==> src/switched_load_energy_meter_top_assert.svh <==
// assertion macros used by the energy meter top
`ifndef SWITCHED_LOAD_ENERGY_METER_TOP_ASSERT_SVH
`define SWITCHED_LOAD_ENERGY_METER_TOP_ASSERT_SVH

// same-cycle implication, checked outside reset
`define SLEM_ASSERT_IMP(label, clk, rst_n, ante, cons, msg) \
  label: assert property (@(posedge clk) disable iff (!(rst_n)) (ante) |-> (cons)) \
    else $error(msg);

// next-cycle implication, checked outside reset
`define SLEM_ASSERT_NXT(label, clk, rst_n, ante, cons, msg) \
  label: assert property (@(posedge clk) disable iff (!(rst_n)) (ante) |=> (cons)) \
    else $error(msg);

`endif

==> src/slem_pkg.sv <==
// ----------------------------------------------------------------------------
// slem_pkg
// Types, codes and constants of the switched load energy meter.
// ----------------------------------------------------------------------------
package slem_pkg;

  // fixed field and datapath widths
  localparam int unsigned SUM_W        = 32;
  localparam int unsigned DIVIDEND_W   = 32;
  localparam int unsigned GAIN_W       = 16;
  localparam int unsigned PROD_W       = 48;
  localparam int unsigned OUT_ENERGY_W = 48;
  localparam int unsigned RUN_W        = 5;
  localparam int unsigned TICK_W       = 6;
  localparam int unsigned THRESH_W     = 15;
  localparam int unsigned CONFIRM_W    = 4;
  localparam int unsigned CFG_DATA_W   = 16;
  localparam int unsigned CFG_IDX_W    = 2;

  // register reset values and the run length limit
  localparam logic [THRESH_W-1:0]  THRESH_RST  = 15'd10;
  localparam logic [CONFIRM_W-1:0] CONFIRM_RST = 4'd5;
  localparam logic [GAIN_W-1:0]    GAIN_RST    = 16'd3666;
  localparam logic [TICK_W-1:0]    PERIOD_RST  = 6'd60;
  localparam logic [RUN_W-1:0]     RUN_MAX     = '1;

  typedef enum logic [1:0] {
    KIND_SAMPLE  = 2'd0,
    KIND_TICK    = 2'd1,
    KIND_COMMAND = 2'd2,
    KIND_UNUSED  = 2'd3
  } kind_e;

  typedef enum logic [2:0] {
    CMD_ON           = 3'd0,
    CMD_OFF          = 3'd1,
    CMD_TELEM_ON     = 3'd2,
    CMD_RESET        = 3'd3,
    CMD_READ_CURRENT = 3'd4,
    CMD_READ_ENERGY  = 3'd5,
    CMD_READ_STATE   = 3'd6,
    CMD_CLEAR_ENERGY = 3'd7
  } cmd_e;

  typedef enum logic [2:0] {
    RK_NONE      = 3'd0,
    RK_ACK       = 3'd1,
    RK_CURRENT   = 3'd2,
    RK_ENERGY    = 3'd3,
    RK_STATE     = 3'd4,
    RK_TELEMETRY = 3'd5
  } reply_kind_e;

  typedef enum logic [CFG_IDX_W-1:0] {
    CFG_THRESH  = 2'd0,
    CFG_CONFIRM = 2'd1,
    CFG_GAIN    = 2'd2,
    CFG_PERIOD  = 2'd3
  } cfg_idx_e;

  typedef enum logic [2:0] {
    ST_IDLE,
    ST_CHECK,
    ST_DIV,
    ST_MUL,
    ST_ACC,
    ST_DONE
  } state_e;

  typedef struct packed {
    logic [1:0]         kind;
    logic signed [15:0] sample_ma;
    logic [2:0]         command_code;
  } in_item_t;

  typedef struct packed {
    logic [2:0]                  reply_kind;
    logic                        relay_drive;
    logic                        load_present;
    logic signed [15:0]          reported_current_ma;
    logic [OUT_ENERGY_W-1:0]     reported_energy;
  } out_item_t;

  // divider status toward the sequencer
  typedef struct packed {
    logic busy;
    logic done;
  } div_status_t;

endpackage

==> src/slem_div.sv <==
// ----------------------------------------------------------------------------
// slem_div
// Restoring unsigned divider, one quotient bit per cycle.
// ----------------------------------------------------------------------------
module slem_div import slem_pkg::*; #(
  parameter int unsigned DIVISOR_W = 16
) (
  input  logic                  clk_i,
  input  logic                  rst_ni,
  input  logic                  start_i,
  input  logic [DIVIDEND_W-1:0] dividend_i,
  input  logic [DIVISOR_W-1:0]  divisor_i,
  output div_status_t           status_o,
  output logic [DIVIDEND_W-1:0] quotient_o
);

  localparam int unsigned CNT_W = $clog2(DIVIDEND_W);

  logic                  busy_q, busy_d;
  logic                  done_q, done_d;
  logic [CNT_W-1:0]      cnt_q, cnt_d;
  logic [DIVIDEND_W-1:0] quo_q, quo_d;
  logic [DIVISOR_W-1:0]  rem_q, rem_d;
  logic [DIVISOR_W-1:0]  dsr_q, dsr_d;
  logic [DIVISOR_W:0]    rem_sh;
  logic [DIVISOR_W:0]    rem_sub;
  logic                  fits;
  logic                  last;

  // one restoring step
  always_comb begin
    rem_sh  = {rem_q, quo_q[DIVIDEND_W-1]};
    fits    = rem_sh >= {1'b0, dsr_q};
    rem_sub = rem_sh - {1'b0, dsr_q};
    last    = cnt_q == CNT_W'(DIVIDEND_W - 1);
  end

  // step sequencing
  always_comb begin
    busy_d = busy_q;
    done_d = 1'b0;
    cnt_d  = cnt_q;
    quo_d  = quo_q;
    rem_d  = rem_q;
    dsr_d  = dsr_q;
    if (start_i) begin
      busy_d = 1'b1;
      cnt_d  = '0;
      quo_d  = dividend_i;
      rem_d  = '0;
      dsr_d  = divisor_i;
    end else if (busy_q) begin
      quo_d = {quo_q[DIVIDEND_W-2:0], fits};
      rem_d = fits ? rem_sub[DIVISOR_W-1:0] : rem_sh[DIVISOR_W-1:0];
      cnt_d = cnt_q + 1'b1;
      if (last) begin
        busy_d = 1'b0;
        done_d = 1'b1;
      end
    end
  end

  // control registers
  always_ff @(posedge clk_i or negedge rst_ni) begin
    if (!rst_ni) begin
      busy_q <= 1'b0;
      done_q <= 1'b0;
      cnt_q  <= '0;
    end else begin
      busy_q <= busy_d;
      done_q <= done_d;
      cnt_q  <= cnt_d;
    end
  end

  // datapath registers
  always_ff @(posedge clk_i) begin
    quo_q <= quo_d;
    rem_q <= rem_d;
    dsr_q <= dsr_d;
  end

  assign status_o.busy = busy_q;
  assign status_o.done = done_q;
  assign quotient_o    = quo_q;

endmodule

==> src/switched_load_energy_meter_top.sv <==
// An item that ends no period, or ends an empty one, passes from the idle state through
// CHECK to DONE, where its result is registered; a period end with samples runs the
// divider in DIV and then MUL and ACC between CHECK and DONE.
// A new item is taken only in the idle state, after the last one's result is registered.
// A waiting result holds the next item in its last step until the result is taken.
// Reset (rst_ni low, asynchronous) clears meter state registers and loads register defaults.
// ----------------------------------------------------------------------------
// switched_load_energy_meter_top
// Relay control and energy metering over a stream of samples, ticks and
// commands, with a divider for the period average.
// ----------------------------------------------------------------------------
`include "switched_load_energy_meter_top_assert.svh"

module switched_load_energy_meter_top import slem_pkg::*; #(
  parameter int unsigned MAX_PERIOD_SAMPLES = 65535,
  parameter int unsigned ENERGY_BITS        = 48
) (
  input  logic                  clk_i,
  input  logic                  rst_ni,
  input  logic                  in_valid_i,
  output logic                  in_ready_o,
  input  in_item_t              in_item_i,
  output logic                  out_valid_o,
  input  logic                  out_ready_i,
  output out_item_t             out_item_o,
  input  logic                  cfg_we_i,
  input  logic [CFG_IDX_W-1:0]  cfg_idx_i,
  input  logic [CFG_DATA_W-1:0] cfg_wdata_i
);

  localparam int unsigned CNT_W = $clog2(MAX_PERIOD_SAMPLES + 1);
  localparam int unsigned ACC_W = ((ENERGY_BITS > PROD_W) ? ENERGY_BITS : PROD_W) + 1;
  localparam logic [CNT_W-1:0] CNT_MAX = CNT_W'(MAX_PERIOD_SAMPLES);
  localparam logic [ENERGY_BITS-1:0] ENERGY_MAX = '1;

  // configuration registers
  logic [THRESH_W-1:0]  thresh_q;
  logic [CONFIRM_W-1:0] confirm_q;
  logic [GAIN_W-1:0]    gain_q;
  logic [TICK_W-1:0]    period_q;

  // meter state
  state_e                 st_q, st_d;
  logic                   relay_q, relay_d;
  logic                   telem_q, telem_d;
  logic                   load_q, load_d;
  logic [RUN_W-1:0]       run_q, run_d;
  logic signed [15:0]     last_q, last_d;
  logic signed [SUM_W-1:0] sum_q, sum_d;
  logic [CNT_W-1:0]       cnt_q, cnt_d;
  logic [TICK_W-1:0]      tick_q, tick_d;
  logic [ENERGY_BITS-1:0] energy_q, energy_d;
  reply_kind_e            reply_q, reply_d;
  logic                   neg_q, neg_d;
  logic [PROD_W-1:0]      prod_q, prod_d;
  logic                   out_valid_q, out_valid_d;
  out_item_t              out_q, out_d;

  // working signals
  logic                    in_fire;
  logic                    div_start;
  div_status_t             div_st;
  logic [DIVIDEND_W-1:0]   div_quot;
  logic [DIVIDEND_W-1:0]   sum_mag;
  logic signed [SUM_W:0]   sum_ext;
  logic                    above;
  logic                    due;
  logic [ACC_W-1:0]        acc_add;
  logic [ACC_W-1:0]        acc_sub;

  assign in_fire    = in_valid_i && in_ready_o;
  assign in_ready_o = st_q == ST_IDLE;

  // period divider
  slem_div #(
    .DIVISOR_W(CNT_W)
  ) u_div (
    .clk_i      (clk_i),
    .rst_ni     (rst_ni),
    .start_i    (div_start),
    .dividend_i (sum_mag),
    .divisor_i  (cnt_q),
    .status_o   (div_st),
    .quotient_o (div_quot)
  );

  // sample arithmetic
  always_comb begin
    sum_ext = {sum_q[SUM_W-1], sum_q} + (SUM_W+1)'(in_item_i.sample_ma);
    above   = in_item_i.sample_ma > $signed({1'b0, thresh_q});
    sum_mag = sum_q[SUM_W-1] ? DIVIDEND_W'(~sum_q + 1'b1) : DIVIDEND_W'(sum_q);
    due     = tick_q >= period_q;
    acc_add = ACC_W'(energy_q) + ACC_W'(prod_q);
    acc_sub = ACC_W'(energy_q) - ACC_W'(prod_q);
  end

  // sequencer: next state and datapath updates
  always_comb begin
    st_d        = st_q;
    relay_d     = relay_q;
    telem_d     = telem_q;
    load_d      = load_q;
    run_d       = run_q;
    last_d      = last_q;
    sum_d       = sum_q;
    cnt_d       = cnt_q;
    tick_d      = tick_q;
    energy_d    = energy_q;
    reply_d     = reply_q;
    neg_d       = neg_q;
    prod_d      = prod_q;
    out_d       = out_q;
    out_valid_d = out_valid_q && !out_ready_i;
    div_start   = 1'b0;
    unique case (st_q)
      ST_IDLE: begin
        if (in_fire) begin
          st_d    = ST_CHECK;
          reply_d = RK_NONE;
          unique case (kind_e'(in_item_i.kind))
            KIND_SAMPLE: begin
              last_d  = in_item_i.sample_ma;
              reply_d = telem_q ? RK_TELEMETRY : RK_NONE;
              if (relay_q) begin
                // saturating sum and count
                if (sum_ext[SUM_W] != sum_ext[SUM_W-1]) begin
                  sum_d = sum_ext[SUM_W] ? {1'b1, {(SUM_W-1){1'b0}}}
                                         : {1'b0, {(SUM_W-1){1'b1}}};
                end else begin
                  sum_d = sum_ext[SUM_W-1:0];
                end
                if (cnt_q < CNT_MAX) begin
                  cnt_d = cnt_q + 1'b1;
                end
                // load run tracking
                if (above) begin
                  if (run_q != RUN_MAX) begin
                    run_d = run_q + 1'b1;
                  end
                  if (run_q > {1'b0, confirm_q}) begin
                    load_d = 1'b1;
                  end
                end else begin
                  run_d  = '0;
                  load_d = 1'b0;
                end
              end
            end
            KIND_TICK: begin
              tick_d = tick_q + 1'b1;
            end
            KIND_COMMAND: begin
              reply_d = RK_ACK;
              unique case (cmd_e'(in_item_i.command_code))
                CMD_ON:           relay_d = 1'b1;
                CMD_OFF:          relay_d = 1'b0;
                CMD_TELEM_ON:     telem_d = 1'b1;
                CMD_RESET: begin
                  tick_d   = '0;
                  last_d   = '0;
                  sum_d    = '0;
                  cnt_d    = '0;
                  energy_d = '0;
                end
                CMD_READ_CURRENT: reply_d = RK_CURRENT;
                CMD_READ_ENERGY:  reply_d = RK_ENERGY;
                CMD_READ_STATE:   reply_d = RK_STATE;
                CMD_CLEAR_ENERGY: energy_d = '0;
              endcase
            end
            KIND_UNUSED: ;
          endcase
        end
      end
      ST_CHECK: begin
        st_d = ST_DONE;
        if (due) begin
          tick_d = '0;
          sum_d  = '0;
          cnt_d  = '0;
          neg_d  = sum_q[SUM_W-1];
          // an empty period adds nothing
          if (cnt_q != '0) begin
            div_start = 1'b1;
            st_d      = ST_DIV;
          end
        end
      end
      ST_DIV: begin
        if (div_st.done) begin
          st_d = ST_MUL;
        end
      end
      ST_MUL: begin
        prod_d = PROD_W'(div_quot) * PROD_W'(gain_q);
        st_d   = ST_ACC;
      end
      ST_ACC: begin
        // saturating accumulate
        if (!neg_q) begin
          energy_d = (acc_add > ACC_W'(ENERGY_MAX)) ? ENERGY_MAX
                                                    : acc_add[ENERGY_BITS-1:0];
        end else begin
          energy_d = (ACC_W'(prod_q) > ACC_W'(energy_q)) ? '0
                                                         : acc_sub[ENERGY_BITS-1:0];
        end
        st_d = ST_DONE;
      end
      ST_DONE: begin
        if (!out_valid_q || out_ready_i) begin
          out_valid_d                = 1'b1;
          out_d.reply_kind           = reply_q;
          out_d.relay_drive          = relay_q;
          out_d.load_present         = load_q;
          out_d.reported_current_ma  = last_q;
          out_d.reported_energy      = OUT_ENERGY_W'(ACC_W'(energy_q));
          st_d                       = ST_IDLE;
        end
      end
      default: st_d = ST_IDLE;
    endcase
  end

  // state register
  always_ff @(posedge clk_i or negedge rst_ni) begin
    if (!rst_ni) begin
      st_q <= ST_IDLE;
    end else begin
      st_q <= st_d;
    end
  end

  // meter state registers
  always_ff @(posedge clk_i or negedge rst_ni) begin
    if (!rst_ni) begin
      relay_q     <= 1'b0;
      telem_q     <= 1'b0;
      load_q      <= 1'b0;
      run_q       <= '0;
      last_q      <= '0;
      sum_q       <= '0;
      cnt_q       <= '0;
      tick_q      <= '0;
      energy_q    <= '0;
      out_valid_q <= 1'b0;
    end else begin
      relay_q     <= relay_d;
      telem_q     <= telem_d;
      load_q      <= load_d;
      run_q       <= run_d;
      last_q      <= last_d;
      sum_q       <= sum_d;
      cnt_q       <= cnt_d;
      tick_q      <= tick_d;
      energy_q    <= energy_d;
      out_valid_q <= out_valid_d;
    end
  end

  // configuration registers
  always_ff @(posedge clk_i or negedge rst_ni) begin
    if (!rst_ni) begin
      thresh_q  <= THRESH_RST;
      confirm_q <= CONFIRM_RST;
      gain_q    <= GAIN_RST;
      period_q  <= PERIOD_RST;
    end else if (cfg_we_i) begin
      unique case (cfg_idx_e'(cfg_idx_i))
        CFG_THRESH:  thresh_q  <= cfg_wdata_i[THRESH_W-1:0];
        CFG_CONFIRM: confirm_q <= cfg_wdata_i[CONFIRM_W-1:0];
        CFG_GAIN:    gain_q    <= cfg_wdata_i[GAIN_W-1:0];
        CFG_PERIOD:  period_q  <= cfg_wdata_i[TICK_W-1:0];
      endcase
    end
  end

  // per-item scratch and output payload
  always_ff @(posedge clk_i) begin
    reply_q <= reply_d;
    neg_q   <= neg_d;
    prod_q  <= prod_d;
    out_q   <= out_d;
  end

  assign out_valid_o = out_valid_q;
  assign out_item_o  = out_q;

  // checks on the sequencer and the divider handoff
  `SLEM_ASSERT_NXT(a_accept_to_check, clk_i, rst_ni, in_fire,
                   (st_q == ST_CHECK) && !in_ready_o, "item accept did not enter check")
  `SLEM_ASSERT_IMP(a_div_nonzero, clk_i, rst_ni, div_start, cnt_q != '0,
                   "divider started with zero sample count")
  `SLEM_ASSERT_NXT(a_div_to_mul, clk_i, rst_ni, (st_q == ST_DIV) && div_st.done,
                   st_q == ST_MUL, "divider result not taken")
  `SLEM_ASSERT_IMP(a_idle_div_quiet, clk_i, rst_ni, st_q == ST_IDLE, !div_st.busy,
                   "divider busy while no item in progress")

endmodule
==> config.mk <==
export PLATFORM = sky130hd
export DESIGN_NAME = switched_load_energy_meter_top
export DESIGN_NICKNAME = d
export VERILOG_FILES = /design/src/slem_pkg.sv /design/src/slem_div.sv /design/src/switched_load_energy_meter_top.sv
export VERILOG_INCLUDE_DIRS = /design/src /design/src/src
export SDC_FILE = /design/constraint.sdc
export NUM_CORES = 2
export LEC_CHECK = 0
export ABC_AREA = 1
export BUFFER_PORTS_ARGS = -buffer_cell sky130_fd_sc_hd__buf_4
export CAP_MARGIN = 20
export CORE_MARGIN = 10
export CORE_UTILIZATION = 35
export CTS_CLUSTER_DIAMETER = 120
export DETAILED_ROUTE_END_ITERATION = 10
export SLEW_MARGIN = 20
export SYNTH_ARGS = -nofsm -noshare
export SYNTH_HDL_FRONTEND = slang
export SYNTH_HIERARCHICAL = 1
export SYNTH_SLANG_ARGS = --single-unit
==> constraint.sdc <==
create_clock -name clk_i -period 7.2 [get_ports clk_i]
set_input_delay 0.72 -clock clk_i [delete_from_list [all_inputs] [get_ports clk_i]]
set_output_delay 0.72 -clock clk_i [all_outputs]
set_load 0.01 [all_outputs]
* Yosys cells after proc, flatten, opt, wreduce, memory -nomap -nowiden
Index checks and enable logic that the tools add are counted.
Widths: inputs -> output; s select.
** Word-level totals
- Output and inout port bits :: 71
- ROM bits :: 0
- Word-level logic and storage cells :: 173
- Bits in writable memories :: 0
- Bits of input ports :: 44
- Latch bits :: 0
- Flip-flop bits (word level) :: 363
- Memories :: 0
** Operators by class
- Equality and inequality tests :: 34
- Bitwise operators :: 1
- Reduce and logical (&&, ||, !) cells :: 33
- Multipliers :: 1
- Div/mod/pow operators :: 0
- Multiplexer cells :: 59
- Shift-type cells :: 0
- $add $sub $neg :: 9
- Order comparisons :: 7
** Operators by type and width (number)
- $mux 32 :: 9
- $mux 48 :: 6
- $pmux 32 s2 :: 2
- $mux 16 :: 6
- $pmux 16 s2 :: 3
- $pmux 48 s2 :: 1
- $add 48x48->49 :: 1
- $gt 49x48->1 const B :: 1
- $gt 48x48->1 :: 1
- $mul 32x16->48 :: 1
- $sub 48x48->48 :: 1
- $add 32x16->33 :: 1
- $add 32x1->32 const B :: 1
- $not 32->32 :: 1
- $pmux 6 s2 :: 2
- $mux 5 :: 4
- $eq 3x3->1 const B :: 6
- $mux 3 :: 6
- $mux 6 :: 3
- $pmux 3 s6 :: 1
- $ge 17x16->1 :: 1
- $add 16x1->16 const B :: 1
- $gt 16x16->1 :: 1
- $lt 16x16->1 const B :: 1
- 35 further kinds :: 83

* Longest topological paths before layout
- Word-level depth :: 7
- Gate-level depth with buffers :: 27
- Mapped depth without buffers :: 25

* Cells and area by module
The synthesis kept the hierarchy.
** Modules (own cells, without submodules)
- switched_load_energy_meter_top :: area each 41064.4 µm², instances 1, seq. area each 7930.1 µm², cells each 5967
- slem_div :: area each 4032.6 µm², instances 1, seq. area each 1936.9 µm², cells each 512

* Worst setup path before layout
Ideal clock, no wire load.
- Path type :: register to register
- From :: register gain_q[9]
- To :: register prod_q[33], data pin
- Path buffers :: 2
- Clock period less this slack :: 5.874 ns
- Path slack :: 1.326 ns
- Library setup time :: 0.261 ns
- Required time :: 6.939 ns
- Cell stages (with the launch flop) :: 24
- Arrival time :: 5.613 ns
- Cell sequence :: dfstp_2 -> clkbuf_1 -> clkbuf_1 -> nand2_1 -> fa_1 -> inv_1 -> fa_1 -> inv_1 -> fa_1 -> inv_1 -> fa_1 -> fa_1 -> inv_1 -> fa_1 -> inv_1 -> ha_1 -> a21o_1 -> a21oi_1 -> o21bai_1 -> a21oi_1 -> o21ai_0 -> nand2_1 -> nand2_1 -> xor2_1
** Between the ends
- Longest elaborated chain between the ends :: 1
** Ends and longest elaborated chain
- from (decl) :: line switched_load_energy_meter_top.sv:39 : logic [GAIN_W-1:0] gain_q;
- from (signal assigned) :: line switched_load_energy_meter_top.sv:271 : CFG_GAIN: gain_q <= cfg_wdata_i[GAIN_W-1:0];
- $mul 32x16->48 :: line switched_load_energy_meter_top.sv:195 : prod_d = PROD_W'(div_quot) * PROD_W'(gain_q);
- to (signal assigned) :: line switched_load_energy_meter_top.sv:281 : prod_q <= prod_d;
- to (decl) :: line switched_load_energy_meter_top.sv:55 : logic [PROD_W-1:0] prod_q, prod_d;
Every way passes these cells.
A chain may end at the register's enable or synchronous reset.

* Worst setup path in the final report
- From :: register gain_q[5]
- To :: register prod_q[37], data pin
Same word-level chain as after synthesis.

==> metrics <==
fmax=0.146 GHz; via/cell ratio=4.85; commonest non-fill, non-tap cell in the layout=nand2_1; WL final=141 mm; CP Launch Point=gain_q[5]; RR Startpoint=gain_q[5]; post-synthesis net count=7241; final hold vios=0; Most Used Layer, Global Route=met2; r2r worst-path depth=21; clock transition at the registers of the reported paths=0.06 ns; GRT overflow=0; DR vias=39569; Starting Density=35.3%; dpl cell area=47400 um^2; Die Area=144000 um^2; clk_lat worst skew=0.64 ns; Hold Crit Class=input pin to asynchronous set/reset pin; # DRC=0; Slew HR=31.9%; WL/cell=17.3 um; M2 GR Usage=33.4%; reg2reg setup slack=0.37 ns; die width=379 um; cell count after synthesis=6478; H-tree lvl count=2; Worst Setup EP=prod_q[37]; GP Congestion=1.00; maxcap violations=0; clk sinks=363; global-route wire length before repair=223 mm; share of cells above drive strength 1=5.36%; Die Y-Extent=379 um; CP Launch Type=flop; setup violators final=0; DRT Pass-1 Iters=6; largest net degree at the start of global routing=129; initial antenna violation count=0; Worst Skew=0.0434 ns; Finished Core Util=38.3%; Worst Path Arrival=7.21 ns; mapped cell area=45100 um^2; fin crit share=94.9%; clock buffer count from CTS=46; ANT cells=0; Resized Gates After CTS=0; Syn-to-layout area delta=8.59%; core area=128000 um^2; status=finished, final reports clean; yosys warns=6; average size of a mapped cell=6.96 um^2; HPWL after DPL=116 mm; nets@finish=7222; Tmin final=6.83 ns; Final TNS setup=0 ns; root buffer cell=clkbuf_16; Final ANT Viol Nets=0; post-CTS setup buffers=0; number of global-route vias before repair=39789; r2r endpoint=prod_q[37]; DR iter-0 viols=3123; Final Cell Area=49000 um^2; Worst Max-Slew Pin Slew=1.02 ns; max-slew violations=0; met1 Resource Use GR=26.0%; most frequent cells in the layout=nand2_1, inv_1, fa_1; CP required=7.58 ns; grt met3 use=2.27%; CTS tree=built; # IOs=115; CTS Buffer Depth=3; Hold-fix buffers, CTS=0; non-filler instance count after layout=8158; GRT Total Usage=19.7%; unrepaired setup endpoints after global routing=no; CP endpoint kind=flop; # port buffers=114; # placed instances=8073; row cnt=131; critical path type=flop to flop; worst-path maximum fanout=16
-- through the flow --
step	worst slack [ns]	hold WS [ns]
floorplan	1.33	0.400
global placement	0.585	0.407
detailed placement	0.500	0.411
CTS	0.482	0.108
global route	0.124	0.135
finish	0.367	0.106
-- worst max-delay path: stages, from the launching register on --
cell and delay, ns:
dfrtp_1 0.87, buf_4 0.31, nand2_1 0.06, inv_1 0.10
fa_1 0.42, inv_1 0.10, fa_1 0.41, fa_1 0.52
inv_1 0.04, ha_1 0.30, fa_1 0.53, inv_1 0.05
fa_1 0.53, inv_1 0.04, ha_1 0.34, a21o_1 0.22
nor2_1 0.16, nand2_1 0.15, a21oi_1 0.56, o21ai_0 0.40
a21oi_1 0.36, xnor2_1 0.12
-- worst min-delay path by stage --
stage          slack, ns       start  depth (start not counted)              to
5_1_grt             0.14      rst_ni                          1        sum_q[7]
2_1_floorplan       0.40  reply_q[0]                          0  out_item_o[66]
4_1_cts             0.11      rst_ni                          1    energy_q[32]
6_report            0.11      rst_ni                          1       sum_q[23]
3_3_place_gp        0.41  reply_q[0]                          0  out_item_o[66]
3_5_place_dp        0.41  reply_q[1]                          0  out_item_o[67]
-- state kept, by name, indices dropped and copies added (netlist names), 6 cells and up --
register	cells
energy_q	48
prod_q	48
period_q	6
u_div/rem_q	16
gain_q	16
u_div/dsr_q	16
u_div/quotient_o	32
out_item_o	69
thresh_q	15
last_q	16
sum_q	32
tick_q	6
cnt_q	16
-- metal layers --
layer	vias up	share of wire, %	wire length [um]
met5	-	0	0
met4	0	3.2	4550
met3	233	5.5	7850
met2	1121	47	66500
met1	18877	44	62600
li1	19338	-	-
-- final cells by class --
cell class	instances	area, um^2
clock buffers	58	1250
flip-flops and latches	363	9870
well taps	1662	2080
clock inverters	27	294
multi-input cells	4362	28500
inverters	1518	5700
repair buffers	168	1290
fillers	13608	78900
Power is left out: the tool's default activity adds up to more than one toggle a clock period on the data nets, which glitch-free logic cannot reach.
